===== src/hw/rtl/ace_pkg.sv =====
// ----------------------------------------------------------------------------
// ace_pkg - shared types and constants of the arithmetic encoder core
// Sequencer states, the result record and a follow-count helper.
// ----------------------------------------------------------------------------
package ace_pkg;

	localparam int FOLLOW_BITS = 16;
	localparam logic [FOLLOW_BITS-1:0] FOLLOW_MAX = '1;

	typedef enum logic [2:0] {
		ST_IDLE,
		ST_HI_START,
		ST_HI_WAIT,
		ST_LO_START,
		ST_LO_WAIT,
		ST_RENORM,
		ST_FINISH,
		ST_FLUSH
	} state_t;

	typedef struct packed {
		logic                   out_bit;
		logic [FOLLOW_BITS-1:0] follow_count;
		logic                   last;
		logic                   stream_end;
	} result_t;

	// saturating increment of the pending follow count
	function automatic logic [FOLLOW_BITS-1:0] follow_inc(input logic [FOLLOW_BITS-1:0] cnt);
		logic [FOLLOW_BITS-1:0] res;
		res = (cnt == FOLLOW_MAX) ? cnt : cnt + FOLLOW_BITS'(1);
		return res;
	endfunction

endpackage


===== src/hw/rtl/arithmetic_encoder_core.sv =====
// ----------------------------------------------------------------------------
// arithmetic_encoder_core - integer arithmetic encoder, CODE_BITS interval
// Narrows the low/high interval per symbol and renormalizes, emitting code
// bits with their pending follow counts.
// ----------------------------------------------------------------------------
// One item at a time: in_ready is high only while the sequencer is idle.
// After an item transfers in, its two interval scalings run in turn on the
// single shared multiply/restoring-divide unit, which produces one quotient
// bit per cycle. After that come the renormalization steps (at most
// CODE_BITS), the check that renormalization is done, the closing bit of a
// finish item and the flush of the final result. Results leave through a
// one-entry output register and a one-entry hold slot, so a slow consumer
// only stalls the sequencer when a held bit must be passed on to the output
// register. The hold slot delays each bit until the next one (or the end of
// the item) is known, which is how the final result of an item gets its
// last flag. A zero total is taken as one; counts are clamped so cum_low <=
// cum_high <= total, and an empty symbol collapses to a width-one interval.
// ----------------------------------------------------------------------------
module arithmetic_encoder_core #(
	parameter int CODE_BITS = 16,
	parameter int FREQ_BITS = 14
) (
	input  logic                                 clk,
	input  logic                                 arst_n,
	input  logic                                 in_valid,
	output logic                                 in_ready,
	input  logic                                 kind,
	input  logic [FREQ_BITS-1:0]                 cum_high,
	input  logic [FREQ_BITS-1:0]                 cum_low,
	input  logic [FREQ_BITS-1:0]                 total,
	output logic                                 out_valid,
	input  logic                                 out_ready,
	output logic                                 out_bit,
	output logic [ace_pkg::FOLLOW_BITS-1:0]      follow_count,
	output logic                                 last,
	output logic                                 stream_end
);

	localparam int QW     = CODE_BITS + 1;
	localparam int STEP_W = $clog2(CODE_BITS + 1);

	ace_pkg::state_t state_q, state_d;

	// latched item
	logic                 kind_q;
	logic [FREQ_BITS-1:0] ch_q, cl_q, tot_q;
	logic [QW-1:0]        range_q;
	logic [QW-1:0]        qh_q;

	// coder state
	logic [CODE_BITS-1:0]            low_q, high_q;
	logic [ace_pkg::FOLLOW_BITS-1:0] pending_q;
	logic [STEP_W-1:0]               steps_q;

	// hold slot: newest emitted bit, waiting to learn if it is the last one
	logic             hold_valid_q;
	ace_pkg::result_t hold_q;

	// input clamps
	logic [FREQ_BITS-1:0] tot_c, ch_c, cl_c;

	// shared scale unit
	logic                 md_start;
	logic [FREQ_BITS-1:0] md_b;
	logic                 md_done;
	logic [QW-1:0]        md_quot;

	// narrowing
	logic [QW-1:0]        nl_w, nh_w, nh_m1;
	logic [CODE_BITS-1:0] low_narrow, high_narrow;

	// renormalization decision
	logic emit0, emit1, mid, renorm_stop;

	// sequencer controls
	logic             take_in, load_qh, load_narrow;
	logic             do_shift, do_mid, do_emit, do_finish, do_flush;
	logic             push;
	ace_pkg::result_t push_data;
	logic             out_free;

	assign tot_c = (total == '0) ? FREQ_BITS'(1) : total;
	assign ch_c  = (cum_high > tot_c) ? tot_c : cum_high;
	assign cl_c  = (cum_low > ch_c) ? ch_c : cum_low;

	assign md_b = (state_q == ace_pkg::ST_LO_START) ? cl_q : ch_q;

	ace_muldiv #(
		.QW(QW),
		.FW(FREQ_BITS)
	) u_muldiv (
		.clk   (clk),
		.arst_n(arst_n),
		.start (md_start),
		.a     (range_q),
		.b     (md_b),
		.div   (tot_q),
		.done  (md_done),
		.quot  (md_quot)
	);

	// new bounds; the top is one below low + range*cum_high/total
	assign nl_w        = {1'b0, low_q} + md_quot;
	assign nh_w        = {1'b0, low_q} + qh_q;
	assign nh_m1       = nh_w - QW'(1);
	assign low_narrow  = nl_w[CODE_BITS-1:0];
	assign high_narrow = (qh_q > md_quot) ? nh_m1[CODE_BITS-1:0] : nl_w[CODE_BITS-1:0];

	// lower half, upper half, middle quarter
	assign emit0       = !high_q[CODE_BITS-1];
	assign emit1       = low_q[CODE_BITS-1];
	assign mid         = !emit0 && !emit1 && (low_q[CODE_BITS-1 -: 2] == 2'b01)
	                     && (high_q[CODE_BITS-1 -: 2] == 2'b10);
	assign renorm_stop = (steps_q == STEP_W'(CODE_BITS)) || !(emit0 || emit1 || mid);

	always_ff @(posedge clk or negedge arst_n) begin
		if (!arst_n) begin
			state_q <= ace_pkg::ST_IDLE;
		end else begin
			state_q <= state_d;
		end
	end

	always_comb begin
		state_d     = state_q;
		take_in     = 1'b0;
		md_start    = 1'b0;
		load_qh     = 1'b0;
		load_narrow = 1'b0;
		do_shift    = 1'b0;
		do_mid      = 1'b0;
		do_emit     = 1'b0;
		do_finish   = 1'b0;
		do_flush    = 1'b0;
		push        = 1'b0;
		push_data   = hold_q;
		case (state_q)
			ace_pkg::ST_IDLE: begin
				if (in_valid) begin
					take_in = 1'b1;
					state_d = ace_pkg::ST_HI_START;
				end
			end
			ace_pkg::ST_HI_START: begin
				md_start = 1'b1;
				state_d  = ace_pkg::ST_HI_WAIT;
			end
			ace_pkg::ST_HI_WAIT: begin
				if (md_done) begin
					load_qh = 1'b1;
					state_d = ace_pkg::ST_LO_START;
				end
			end
			ace_pkg::ST_LO_START: begin
				md_start = 1'b1;
				state_d  = ace_pkg::ST_LO_WAIT;
			end
			ace_pkg::ST_LO_WAIT: begin
				if (md_done) begin
					load_narrow = 1'b1;
					state_d     = ace_pkg::ST_RENORM;
				end
			end
			ace_pkg::ST_RENORM: begin
				if (renorm_stop) begin
					state_d = kind_q ? ace_pkg::ST_FINISH : ace_pkg::ST_FLUSH;
				end else if (mid) begin
					do_shift = 1'b1;
					do_mid   = 1'b1;
				end else if (!hold_valid_q || out_free) begin
					// pass the older bit on, keep the new one in the slot
					push           = hold_valid_q;
					push_data.last = 1'b0;
					do_shift       = 1'b1;
					do_emit        = 1'b1;
				end
			end
			ace_pkg::ST_FINISH: begin
				if (!hold_valid_q || out_free) begin
					push           = hold_valid_q;
					push_data.last = 1'b0;
					do_finish      = 1'b1;
					state_d        = ace_pkg::ST_FLUSH;
				end
			end
			ace_pkg::ST_FLUSH: begin
				if (!hold_valid_q) begin
					state_d = ace_pkg::ST_IDLE;
				end else if (out_free) begin
					push           = 1'b1;
					push_data.last = 1'b1;
					do_flush       = 1'b1;
					state_d        = ace_pkg::ST_IDLE;
				end
			end
			default: begin
				state_d = ace_pkg::ST_IDLE;
			end
		endcase
	end

	// item latch
	always_ff @(posedge clk) begin
		if (take_in) begin
			kind_q  <= kind;
			ch_q    <= ch_c;
			cl_q    <= cl_c;
			tot_q   <= tot_c;
			range_q <= {1'b0, high_q} - {1'b0, low_q} + QW'(1);
		end
		if (load_qh) begin
			qh_q <= md_quot;
		end
	end

	// coder state and hold slot
	always_ff @(posedge clk or negedge arst_n) begin
		if (!arst_n) begin
			low_q        <= '0;
			high_q       <= '1;
			pending_q    <= '0;
			steps_q      <= '0;
			hold_valid_q <= 1'b0;
		end else begin
			if (load_narrow) begin
				low_q   <= low_narrow;
				high_q  <= high_narrow;
				steps_q <= '0;
			end else if (do_shift) begin
				// dropping the top bit removes the half; the middle case flips it back
				low_q   <= {low_q[CODE_BITS-2:0], 1'b0} ^ {do_mid, {(CODE_BITS-1){1'b0}}};
				high_q  <= {high_q[CODE_BITS-2:0], 1'b1} ^ {do_mid, {(CODE_BITS-1){1'b0}}};
				steps_q <= steps_q + STEP_W'(1);
			end else if (do_finish) begin
				low_q  <= '0;
				high_q <= '1;
			end
			if (do_mid) begin
				pending_q <= ace_pkg::follow_inc(pending_q);
			end else if (do_emit || do_finish) begin
				pending_q <= '0;
			end
			if (do_emit || do_finish) begin
				hold_valid_q <= 1'b1;
			end else if (do_flush) begin
				hold_valid_q <= 1'b0;
			end
		end
	end

	always_ff @(posedge clk) begin
		if (do_emit) begin
			hold_q.out_bit      <= emit1;
			hold_q.follow_count <= pending_q;
			hold_q.last         <= 1'b0;
			hold_q.stream_end   <= 1'b0;
		end else if (do_finish) begin
			// closing bit picks the quarter that holds the interval
			hold_q.out_bit      <= low_q[CODE_BITS-1] | low_q[CODE_BITS-2];
			hold_q.follow_count <= ace_pkg::follow_inc(pending_q);
			hold_q.last         <= 1'b1;
			hold_q.stream_end   <= 1'b1;
		end
	end

	ace_out_stage u_out_stage (
		.clk         (clk),
		.arst_n      (arst_n),
		.push        (push),
		.push_data   (push_data),
		.free        (out_free),
		.out_valid   (out_valid),
		.out_ready   (out_ready),
		.out_bit     (out_bit),
		.follow_count(follow_count),
		.last        (last),
		.stream_end  (stream_end)
	);

	assign in_ready = (state_q == ace_pkg::ST_IDLE);

endmodule


===== src/hw/rtl/ace_muldiv.sv =====
// ----------------------------------------------------------------------------
// ace_muldiv - shared scale unit: floor(a * b / div)
// One registered multiply, then a restoring divider retiring one quotient
// bit per cycle. The quotient must fit in QW bits (a*b < 2^QW * div).
// ----------------------------------------------------------------------------
module ace_muldiv #(
	parameter int QW = 17,
	parameter int FW = 14
) (
	input  logic          clk,
	input  logic          arst_n,
	input  logic          start,
	input  logic [QW-1:0] a,
	input  logic [FW-1:0] b,
	input  logic [FW-1:0] div,
	output logic          done,
	output logic [QW-1:0] quot
);

	localparam int PW    = QW + FW;
	localparam int CNT_W = (QW > 1) ? $clog2(QW) : 1;

	logic [PW-1:0]    acc_q;
	logic [CNT_W-1:0] cnt_q;
	logic             busy_q;
	logic             done_q;

	logic [FW:0]      trial;
	logic             ge;
	logic [FW:0]      diff;
	logic [FW-1:0]    rem_next;

	// partial remainder with the next dividend bit shifted in
	assign trial    = {acc_q[PW-1:QW], acc_q[QW-1]};
	assign ge       = trial >= {1'b0, div};
	assign diff     = trial - {1'b0, div};
	assign rem_next = ge ? diff[FW-1:0] : trial[FW-1:0];

	always_ff @(posedge clk or negedge arst_n) begin
		if (!arst_n) begin
			busy_q <= 1'b0;
			done_q <= 1'b0;
			cnt_q  <= '0;
		end else begin
			done_q <= 1'b0;
			if (start) begin
				busy_q <= 1'b1;
				cnt_q  <= '0;
			end else if (busy_q) begin
				cnt_q <= cnt_q + CNT_W'(1);
				if (cnt_q == CNT_W'(QW - 1)) begin
					busy_q <= 1'b0;
					done_q <= 1'b1;
				end
			end
		end
	end

	always_ff @(posedge clk) begin
		if (start) begin
			acc_q <= PW'(a) * PW'(b);
		end else if (busy_q) begin
			acc_q <= {rem_next, acc_q[QW-2:0], ge};
		end
	end

	assign done = done_q;
	assign quot = acc_q[QW-1:0];

endmodule


===== src/hw/rtl/ace_out_stage.sv =====
// ----------------------------------------------------------------------------
// ace_out_stage - result output register
// Holds one result until the consumer takes it; reports when it can load.
// ----------------------------------------------------------------------------
module ace_out_stage (
	input  logic                                 clk,
	input  logic                                 arst_n,
	input  logic                                 push,
	input  ace_pkg::result_t                     push_data,
	output logic                                 free,
	output logic                                 out_valid,
	input  logic                                 out_ready,
	output logic                                 out_bit,
	output logic [ace_pkg::FOLLOW_BITS-1:0]      follow_count,
	output logic                                 last,
	output logic                                 stream_end
);

	logic             valid_q;
	ace_pkg::result_t data_q;

	always_ff @(posedge clk or negedge arst_n) begin
		if (!arst_n) begin
			valid_q <= 1'b0;
		end else if (push) begin
			valid_q <= 1'b1;
		end else if (out_ready) begin
			valid_q <= 1'b0;
		end
	end

	always_ff @(posedge clk) begin
		if (push) begin
			data_q <= push_data;
		end
	end

	assign free         = !valid_q || out_ready;
	assign out_valid    = valid_q;
	assign out_bit      = data_q.out_bit;
	assign follow_count = data_q.follow_count;
	assign last         = data_q.last;
	assign stream_end   = data_q.stream_end;

endmodule


===== config.mk =====
export PLATFORM = sky130hd
export DESIGN_NAME = arithmetic_encoder_core
export DESIGN_NICKNAME = d
export VERILOG_FILES = /design/src/hw/rtl/ace_pkg.sv /design/src/hw/rtl/arithmetic_encoder_core.sv /design/src/hw/rtl/ace_muldiv.sv /design/src/hw/rtl/ace_out_stage.sv
export SDC_FILE = /design/constraint.sdc
export NUM_CORES = 1
export LEC_CHECK = 0
export BUFFER_PORTS_ARGS = -buffer_cell sky130_fd_sc_hd__clkbuf_2
export CAP_MARGIN = 20
export CORE_UTILIZATION = 45
export CTS_BUF_LIST = sky130_fd_sc_hd__clkbuf_4 sky130_fd_sc_hd__clkbuf_8
export DETAILED_ROUTE_END_ITERATION = 10
export HOLD_SLACK_MARGIN = 0.05
export PLACE_DENSITY = 0.7
export RECOVER_POWER = 50
export SETUP_SLACK_MARGIN = 0.4
export SLEW_MARGIN = 20
export SYNTH_ARGS = -nofsm -noshare
export SYNTH_HDL_FRONTEND = slang
export SYNTH_SLANG_ARGS = --single-unit

===== constraint.sdc =====
create_clock -name clk -period 10.15 [get_ports clk]
set_input_delay 1.015 -clock clk [delete_from_list [all_inputs] [get_ports clk]]
set_output_delay 1.015 -clock clk [all_outputs]
set_load 0.01 [all_outputs]

==> impl_metrics.yaml, run 1 <==
status:
  status: "finished, violations left"
  violations: "max-capacitance violations, max-slew violations"
yosys:
  syn_inst: 2227
  synthMuxAreaShare_pct: 2.133
  synth_top_family_by_area: "adder cells"
  synth_cell_type_count: 77
  synth-simple-area-share_pct: 14.39
  syn_avg_cell_area_sq_um: 9.431
  synth_nets: 2689
  ys.flop_type: "edfxtp_1"
  yosysSeqAreaShare_pct: 28.52
  synth_compound_area_share_pct: 12.63
  yosys_register_bits: 210
  synth_xor_area_share_pct: 3.378
  ys.warnings.count: 0
  syn-cell-area_sq_mm: 0.02100
  async_flop_share_pct: 30.95
  synth_edf_count: 144
  synth_fa_ha_area_share_pct: 31.19
cts:
  ctsLongestPathBuffers: 3
  cts.clk_slew.worst_paths_ns: 0.06
  cts_tree: "built"
  cts_buffers: 37
  cts_setup_buffers: 0
  cts_resized: 0
  root_buffer: "clkbuf_8"
  cts_sinks: 210
  clk_latency_ns: 0.59
  cts.htree.levels: 2
  cts_hold_buf: 0
grt:
  grt_pass1_vias: 16390
  antenna_found_initial: 0
  track_usage_pct: 21.67
  grt_first_pass_wirelength_um: 82430
  grt_max_degree: 66
  grt_overflow_total: 0
critical_path:
  critPathSlowestCell: "dfrtp_1"
  critPathCaptureType: "register"
  critPathLaunchType: "register"
  crit_type: "reg2reg"
  path_max_fanout: 17
  critPathMaxStageDelay_ns: 0.63
  cp.required_ns: 10.40
  r2r_cells: 26
  worstPathArrival_ns: 8.63
  r2r_slack_ns: 1.77
detailed_routing:
  drc_errors: 0
  vias: 15770
  drtIter0Drc: 1197
  vias_per_cell: 5.463
  firstDrtPassIters: 7
  final_antenna_net_count: 0
  wl_um: 49000
  post_drt_wl_per_cell_um: 16.98
sta:
  period_needed_ns: 8.380
  setup_viol: 0
  slew_headroom_pct: -150.5
  max_freq_mhz: 119.3
  tns_ns: 0
  finalCritPeriodShare_pct: 82.56
  rsz0062_at_grt: "no"
  skew_ns: 0.04584
  slew_violations: 176
  hold_viol_final: 0
  tightest_slew_ns: 3.757
floorplan:
  die_y_um: 218.0
  core.rowCount: 78
  start_util_pct: 45.99
  die-area_sq_mm: 0.04754
  die_w_um: 218.0
  pin_count: 68
  core_area_sq_mm: 0.04567
layout:
  final_cell_mix: "inv_1, nand2_1, ha_1"
  layout_commonest_cell: "inv_1"
  drive_above_1_share_pct: 7.130
  antennaDiodeCount: 0
  fillers: 4243
  synthToLayoutAreaGrowth_pct: 7.446
  num-nets-final: 2720
  final_core_util_pct: 49.41
placement:
  io_buffers: 67
  gp_congestion: 0.8910
  hpwl_um: 38120
worst_hold_path:
  hold_path_class: "reg2reg"
  hold_depth: 0
run:
  max_cap_violations: 3
==> final timing paths <==
check                            from                          end
max in group asynchronous      arst_n            u_muldiv.cnt_q[3]
min in group asynchronous      arst_n                 pending_q[2]
hold reg to reg             hold_q[6]  u_out_stage.follow_count[4]
hold / removal              hold_q[6]  u_out_stage.follow_count[4]
setup reg to reg           state_q[0]           u_muldiv.acc_q[30]
setup / recovery           state_q[0]           u_muldiv.acc_q[30]
==> registers in the layout (all words and copies together) (netlist names), 3 cells and up <==
register                  count
u_muldiv.cnt_q                5
pending_q                    16
qh_q                         17
range_q                      17
hold_q                       18
state_q                       3
tot_q                        14
ch_q                         14
steps_q                       5
high_q                       16
u_out_stage.follow_count     16
u_muldiv.acc_q               31
cl_q                         14
low_q                        16
==> area by class of cell <==
type	instances	area, sq um	area share, %
Clock buffer	43	554.3	2.456
Clock inverter	24	217.7	0.9647
Inverter	342	1284	5.688
Multi-Input combinational cell	1587	13400	59.36
Sequential cell	210	5991	26.55
Tap cell	600	750.7	3.326
Timing Repair Buffer	80	374.1	1.658
==> cell usage after synthesis, types with 39 or more instances <==
master	instances	area share, %
xor2_1	39	1.6
a21oi_1	104	2.5
a21o_1	46	1.6
ha_1	234	14
clkbuf_1	80	1.4
o21ai_0	125	3.0
inv_1	342	6.1
edfxtp_1	144	21
fa_1	181	17
nor2_1	92	1.6
xnor2_1	42	1.8
dfrtp_1	49	5.8
and2_1	118	3.5
nand2_1	268	4.8
==> logic make-up (layout without fill, tap and decap cells) <==
kind of cell | count (synthesis) | in the layout
AO/OA/AOI/OAI | 420 | 420
XOR/XNOR | 81 | 81
adder cells (fa/ha/maj) | 415 | 415
buffers and inverters | 430 | 489
flip-flops | 210 | 210
multiplexers | 41 | 41
AND/OR/NAND/NOR | 630 | 630
==> critical path: cells and delay by family (launching register included) <==
| family | cells | cell delay (ns) |
|---|---|---|
| adders and majority gates | 7 | 3.48 |
| xor gates and xnor gates | 1 | 0.16 |
| DFF | 1 | 0.63 |
| and+or+nand+nor | 3 | 1.01 |
| buffers and inverters | 6 | 0.35 |
| muxes | 1 | 0.63 |
| AOI/OAI and AO/OA | 8 | 1.78 |
==> through the flow <==
stage          hold WS, ns  setup slack, ns  area [sq um]  cells
6_report            0.4169            1.770         22570   2886
5_1_grt             0.4357            1.475         22570   2886
4_1_cts             0.4211            1.865         22630   2886
3_5_place_dp        0.4052            1.931         21860   2819
3_3_place_gp        0.4018            2.115         21860   2819
2_1_floorplan       0.4003            2.975         21000   2227
==> layer usage <==
metal  part of all wire [%]  global-route usage (%)
met3                    5.6                   3.529
met1                     44                   28.79
met4                    2.3                   6.573
met5                      0                       0
met2                     48                   36.16
Power of run 1 is not shown: default switching activity piles up to over one toggle a cycle in this logic, so the estimate is an artifact.
==> run 2, diff against run 1 <==
Settings changed: PLACE_DENSITY 0.7 to 0.72.
Clock period 10.15 ns to 7.4 ns, I/O delays scaled along.
==> run 2 against run 1 <==
Effect of this change: the run still ends with max-capacitance violations, max-slew violations left; register-to-register slack worse by 1.5 ns; worst setup slack worse by 1.5 ns; clock skew is 0.017 ns lower; worst hold slack worse by 0.047 ns; via count is 4.2% higher; critical endpoint is now u_muldiv.acc_q[28].
==> impl_metrics.yaml, run 2 (synthesis results as in run 1) <==
status:
  status: "finished, violations left"
  violations: "max-capacitance violations, max-slew violations"
sta:
  hold_viol_final: 0
  max_freq_mhz: 140.0
  finalCritPeriodShare_pct: 96.54
  slew_violations: 176
  hold_slack_ns: 0.3702
  slew_headroom_pct: -156.2
  tightest_slew_ns: 3.843
  setup_viol: 0
  tns_ns: 0
  skew_ns: 0.02837
  period_needed_ns: 7.144
  rsz0062_at_grt: "yes"
critical_path:
  critPathCaptureType: "register"
  path_max_fanout: 13
  cp.required_ns: 7.62
  crit_type: "reg2reg"
  critPathLaunchType: "register"
  worstPathArrival_ns: 7.37
detailed_routing:
  drc_errors: 0
  final_antenna_net_count: 0
  wl_um: 53900
  vias: 16430
  post_drt_wl_per_cell_um: 18.33
  firstDrtPassIters: 5
  drtIter0Drc: 1343
  vias_per_cell: 5.589
layout:
  multi_input_area_sq_mm: 0.01367
  num-nets-final: 2775
  seq_area_sq_mm: 0.005991
  regMostFlops: "u_muldiv.acc_q"
  drive_above_1_share_pct: 11.59
  fillers: 4141
  layout_commonest_cell: "inv_1"
  final_cell_mix: "inv_1, nand2_1, ha_1"
  synthToLayoutAreaGrowth_pct: 10.73
  reg.largest.list: "u_muldiv.acc_q (31), hold_q (18)"
  largest_register_ff_count: 31
grt:
  antenna_found_initial: 0
  grt_max_degree: 66
  track_usage_pct: 23.27
  grt_overflow_total: 0
  grt_pass1_vias: 16870
  grt_first_pass_wirelength_um: 87740
floorplan:
  pin_count: 68
  die_y_um: 218.0
  die_w_um: 218.0
  core_area_sq_mm: 0.04567
  die-area_sq_mm: 0.04754
  core.rowCount: 78
  start_util_pct: 45.99
cts:
  cts_buffers: 36
  clk_latency_ns: 0.56
  cts.htree.levels: 2
  ctsLongestPathBuffers: 3
  cts_sinks: 210
  cts_hold_buf: 0
  cts_tree: "built"
  root_buffer: "clkbuf_8"
  cts.clk_slew.worst_paths_ns: 0.07
placement:
  io_buffers: 67
  hpwl_um: 41770
  gp_congestion: 0.9417
worst_hold_path:
  hold_path_class: "in2reg"
run:
  max_cap_violations: 3
-- run 2: changes by cell type in the layout (fill, tap and decap cells not counted), moves of 7 or more --
cell | before | now
ha_4 | 0 | 9
ha_1 | 234 | 223
inv_1 | 342 | 329
mux2_4 | 0 | 12
clkinv_1 | 12 | 5
inv_2 | 0 | 13
mux2_2 | 30 | 18
and2_4 | 0 | 8
buf_4 | 8 | 57
and2_1 | 117 | 110
-- run 2: layer usage --
metal | vias up | GRT usage (%) | share of wire [%]
li1 | 7664 | - | -
met1 | 8070 | 32.23 | 43
met2 | 569 | 37.12 | 46
met3 | 128 | 2.887 | 6.6
met4 | 0 | 8.951 | 3.8
met5 | - | 0 | 0
-- run 2: critical path: stages (launching register included) --
cell and delay (ns):
dfrtp_1 0.38, nor2b_1 0.14, nand2_1 0.11, buf_12 0.15
buf_12 0.15, mux2_4 0.34, buf_4 0.20, and2_1 0.18
fa_1 0.52, fa_1 0.45, fa_1 0.57, fa_1 0.46
fa_1 0.56, inv_1 0.09, fa_1 0.43, inv_1 0.08
ha_2 0.31, and2_1 0.17, a31oi_2 0.18, o211ai_1 0.15
a311o_1 0.45, a211oi_2 0.32, buf_4 0.17, xnor2_2 0.06
nor2_1 0.10, a21oi_1 0.06
-- run 2: final timing paths --
kind / start / end / slack, ns / cells after the start
hold / removal: kind / kind_q / 0.37 / 1
hold reg to reg: hold_q[16] / u_out_stage.follow_count[14] / 0.42 / 0
setup reg to reg: state_q[2] / u_muldiv.acc_q[28] / 0.26 / 25
min in group asynchronous: arst_n / pending_q[3] / 1.60 / 2
max in group asynchronous: arst_n / u_muldiv.cnt_q[2] / 3.61 / 2
setup / recovery: state_q[2] / u_muldiv.acc_q[28] / 0.26 / 25
-- run 2: layout make-up --
| cell class | instances | area share [%] |
|---|---|---|
| Clock inverter | 16 | 0.4519 |
| Inverter | 342 | 5.520 |
| Sequential cell | 210 | 25.76 |
| Timing Repair Buffer | 136 | 3.599 |
| Antenna cell | 1 | 0.01076 |
| Tap cell | 600 | 3.228 |
| Multi-Input combinational cell | 1587 | 58.78 |
| Clock buffer | 48 | 2.652 |
-- run 2: through the flow --
| stage | cell area (sq um) | util (%) | instances | setup slack, ns |
|---|---|---|---|---|
| 5_1_grt | 23250 | 50.92 | 2939 | -0.001356 |
| 4_1_cts | 23000 | 50.36 | 2921 | 0.3305 |
| 6_report | 23260 | 50.92 | 2940 | 0.2561 |
| 2_1_floorplan | 21010 | - | 2227 | 0.4110 |
| 3_3_place_gp | 22110 | 48.41 | 2851 | 0.2022 |
| 3_5_place_dp | 22110 | 48.41 | 2851 | 0.04033 |
-- run 2: what timing repair did --
item,4_1_cts,5_1_grt
pin swaps,18,62
resized for setup,21,53
buffers inserted,6,18
endpoints found under the setup margin,11,13
Power of run 2 is left out for the same reason.
==> run 3, diff against run 2 <==
Settings changed: CELL_PAD_IN_SITES_DETAIL_PLACEMENT set to 0, CELL_PAD_IN_SITES_GLOBAL_PLACEMENT set to 1, CORE_MARGIN set to 3, PLACE_DENSITY 0.72 to 0.86.
==> run 3 against run 2 <==
Effect of this change: highest routed layer unchanged; flip-flop and latch count unchanged; fmax increased by 1.2%; worst hold slack improved by 0.049 ns; die area increased by 3.7%; sequential share of layout area increased by 0.063 points; the flow still finishes with violations (max-capacitance violations, max-slew violations); critical path depth increased by 1.
==> impl_metrics.yaml, run 3 (synthesis results as in run 1) <==
sta:
  finalCritPeriodShare_pct: 95.39
  tightest_slew_ns: 3.890
  hold_slack_ns: 0.4192
  skew_ns: 0.02609
  slew_violations: 177
  rsz0062_at_grt: "yes"
  hold_viol_final: 0
  slew_headroom_pct: -159.3
  tns_ns: 0
  setup_viol: 0
  max_freq_mhz: 141.7
  period_needed_ns: 7.059
detailed_routing:
  drtIter0Drc: 1291
  firstDrtPassIters: 5
  drc_errors: 0
  vias_per_cell: 5.507
  final_antenna_net_count: 0
  vias: 16180
  post_drt_wl_per_cell_um: 18.32
  wl_um: 53820
layout:
  largest_register_ff_count: 31
  layout_commonest_cell: "inv_1"
  regMostFlops: "u_muldiv.acc_q"
  synthToLayoutAreaGrowth_pct: 10.46
  final_cell_mix: "inv_1, nand2_1, ha_1"
  final_core_util_pct: 50.69
  fillers: 4139
  num-nets-final: 2766
  drive_above_1_share_pct: 10.66
  instances_no_fill: 2938
  reg.largest.list: "u_muldiv.acc_q (31), hold_q (18)"
critical_path:
  crit_path_start: "state_q[2]"
  cp.required_ns: 7.65
  r2r_slack_ns: 0.34
  crit_type: "reg2reg"
  worstPathArrival_ns: 7.31
  worstReg2RegStart: "state_q[2]"
  path_max_fanout: 11
  critPathCaptureType: "register"
  critPathLaunchType: "register"
grt:
  grt_overflow_total: 0
  antenna_found_initial: 1
  grt_pass1_vias: 16660
  grt_first_pass_wirelength_um: 87490
  track_usage_pct: 22.07
  grt_max_degree: 66
cts:
  cts_tree: "built"
  cts_sinks: 210
  cts_hold_buf: 0
  ctsLongestPathBuffers: 3
  cts.clk_slew.worst_paths_ns: 0.07
  cts_buffers: 40
  cts.htree.levels: 2
  clk_latency_ns: 0.60
  root_buffer: "clkbuf_8"
run:
  max_cap_violations: 3
placement:
  hpwl_um: 41870
  io_buffers: 67
  dp.cells: 2851
  gp_congestion: 0.9503
floorplan:
  core.rowCount: 78
  core_area_sq_mm: 0.04577
  start_util_pct: 45.89
  die_w_um: 222.0
  die-area_sq_mm: 0.04930
  pin_count: 68
  die_y_um: 222.0
status:
  status: "finished, violations left"
  violations: "max-capacitance violations, max-slew violations"
worst_hold_path:
  hold_path_startpoint: "hold_q[17]"
  hold_path_class: "reg2reg"
## run 3: repair_timing
action / 4_1_cts / 5_1_grt
buffers inserted: 2 / 8
setup endpoints to repair: 8 / 13
gates cloned: 0 / 1
pin swaps: 10 / 39
resized for setup: 16 / 41
## run 3: cell type report
| cell class | count | area [sq um] | area share, % |
|---|---|---|---|
| tap | 600 | 750.7 | 3.236 |
| clock inverter | 20 | 163.9 | 0.7065 |
| antenna | 2 | 5.005 | 0.02157 |
| inverter | 342 | 1284 | 5.533 |
| clock buffer | 54 | 661.9 | 2.853 |
| sequential | 210 | 5991 | 25.82 |
| timing repair buffer | 123 | 742.0 | 3.198 |
| multi-input combinational | 1587 | 13600 | 58.63 |
## run 3: worst paths after layout
kind                                                 to  depth (start not counted)
setup / recovery                     u_muldiv.acc_q[28]                         26
hold / removal             u_out_stage.follow_count[15]                          0
setup reg to reg                     u_muldiv.acc_q[28]                         26
hold reg to reg            u_out_stage.follow_count[15]                          0
max in group asynchronous                 u_muldiv.done                          2
min in group asynchronous                  pending_q[5]                          2
## run 3: metrics by stage
step                      setup slack, ns  instance area (sq um)
after global placement             0.2378                  22130
after CTS                          0.4010                  23040
after global routing              0.02918                  23200
final                              0.3412                  23200
after floorplan                    0.4110                  21010
after detailed placement           0.1450                  22130
## run 3: critical path, cell delays in order, from the launching register on
cell	delay (ns)
dfrtp_1	0.41
nor2b_4	0.15
nand2_4	0.10
mux2_4	0.32
buf_6	0.14
and2_1	0.17
fa_1	0.53
inv_1	0.06
fa_1	0.53
inv_1	0.06
fa_1	0.52
fa_1	0.45
fa_1	0.55
inv_1	0.07
fa_1	0.54
inv_1	0.07
ha_4	0.27
a21oi_2	0.14
o21ai_1	0.11
a31oi_1	0.24
o211ai_1	0.17
a311o_1	0.43
a211oi_2	0.27
buf_4	0.16
xnor2_2	0.05
nor2_1	0.11
a21oi_1	0.07
## run 3: per-layer routing
layer,wire [um],global-route usage (%)
met3,3625,4.184
met5,0,0
met1,22930,29.33
met4,2023,8.235
met2,25250,36.01
Power of run 3 is left out for the same reason.
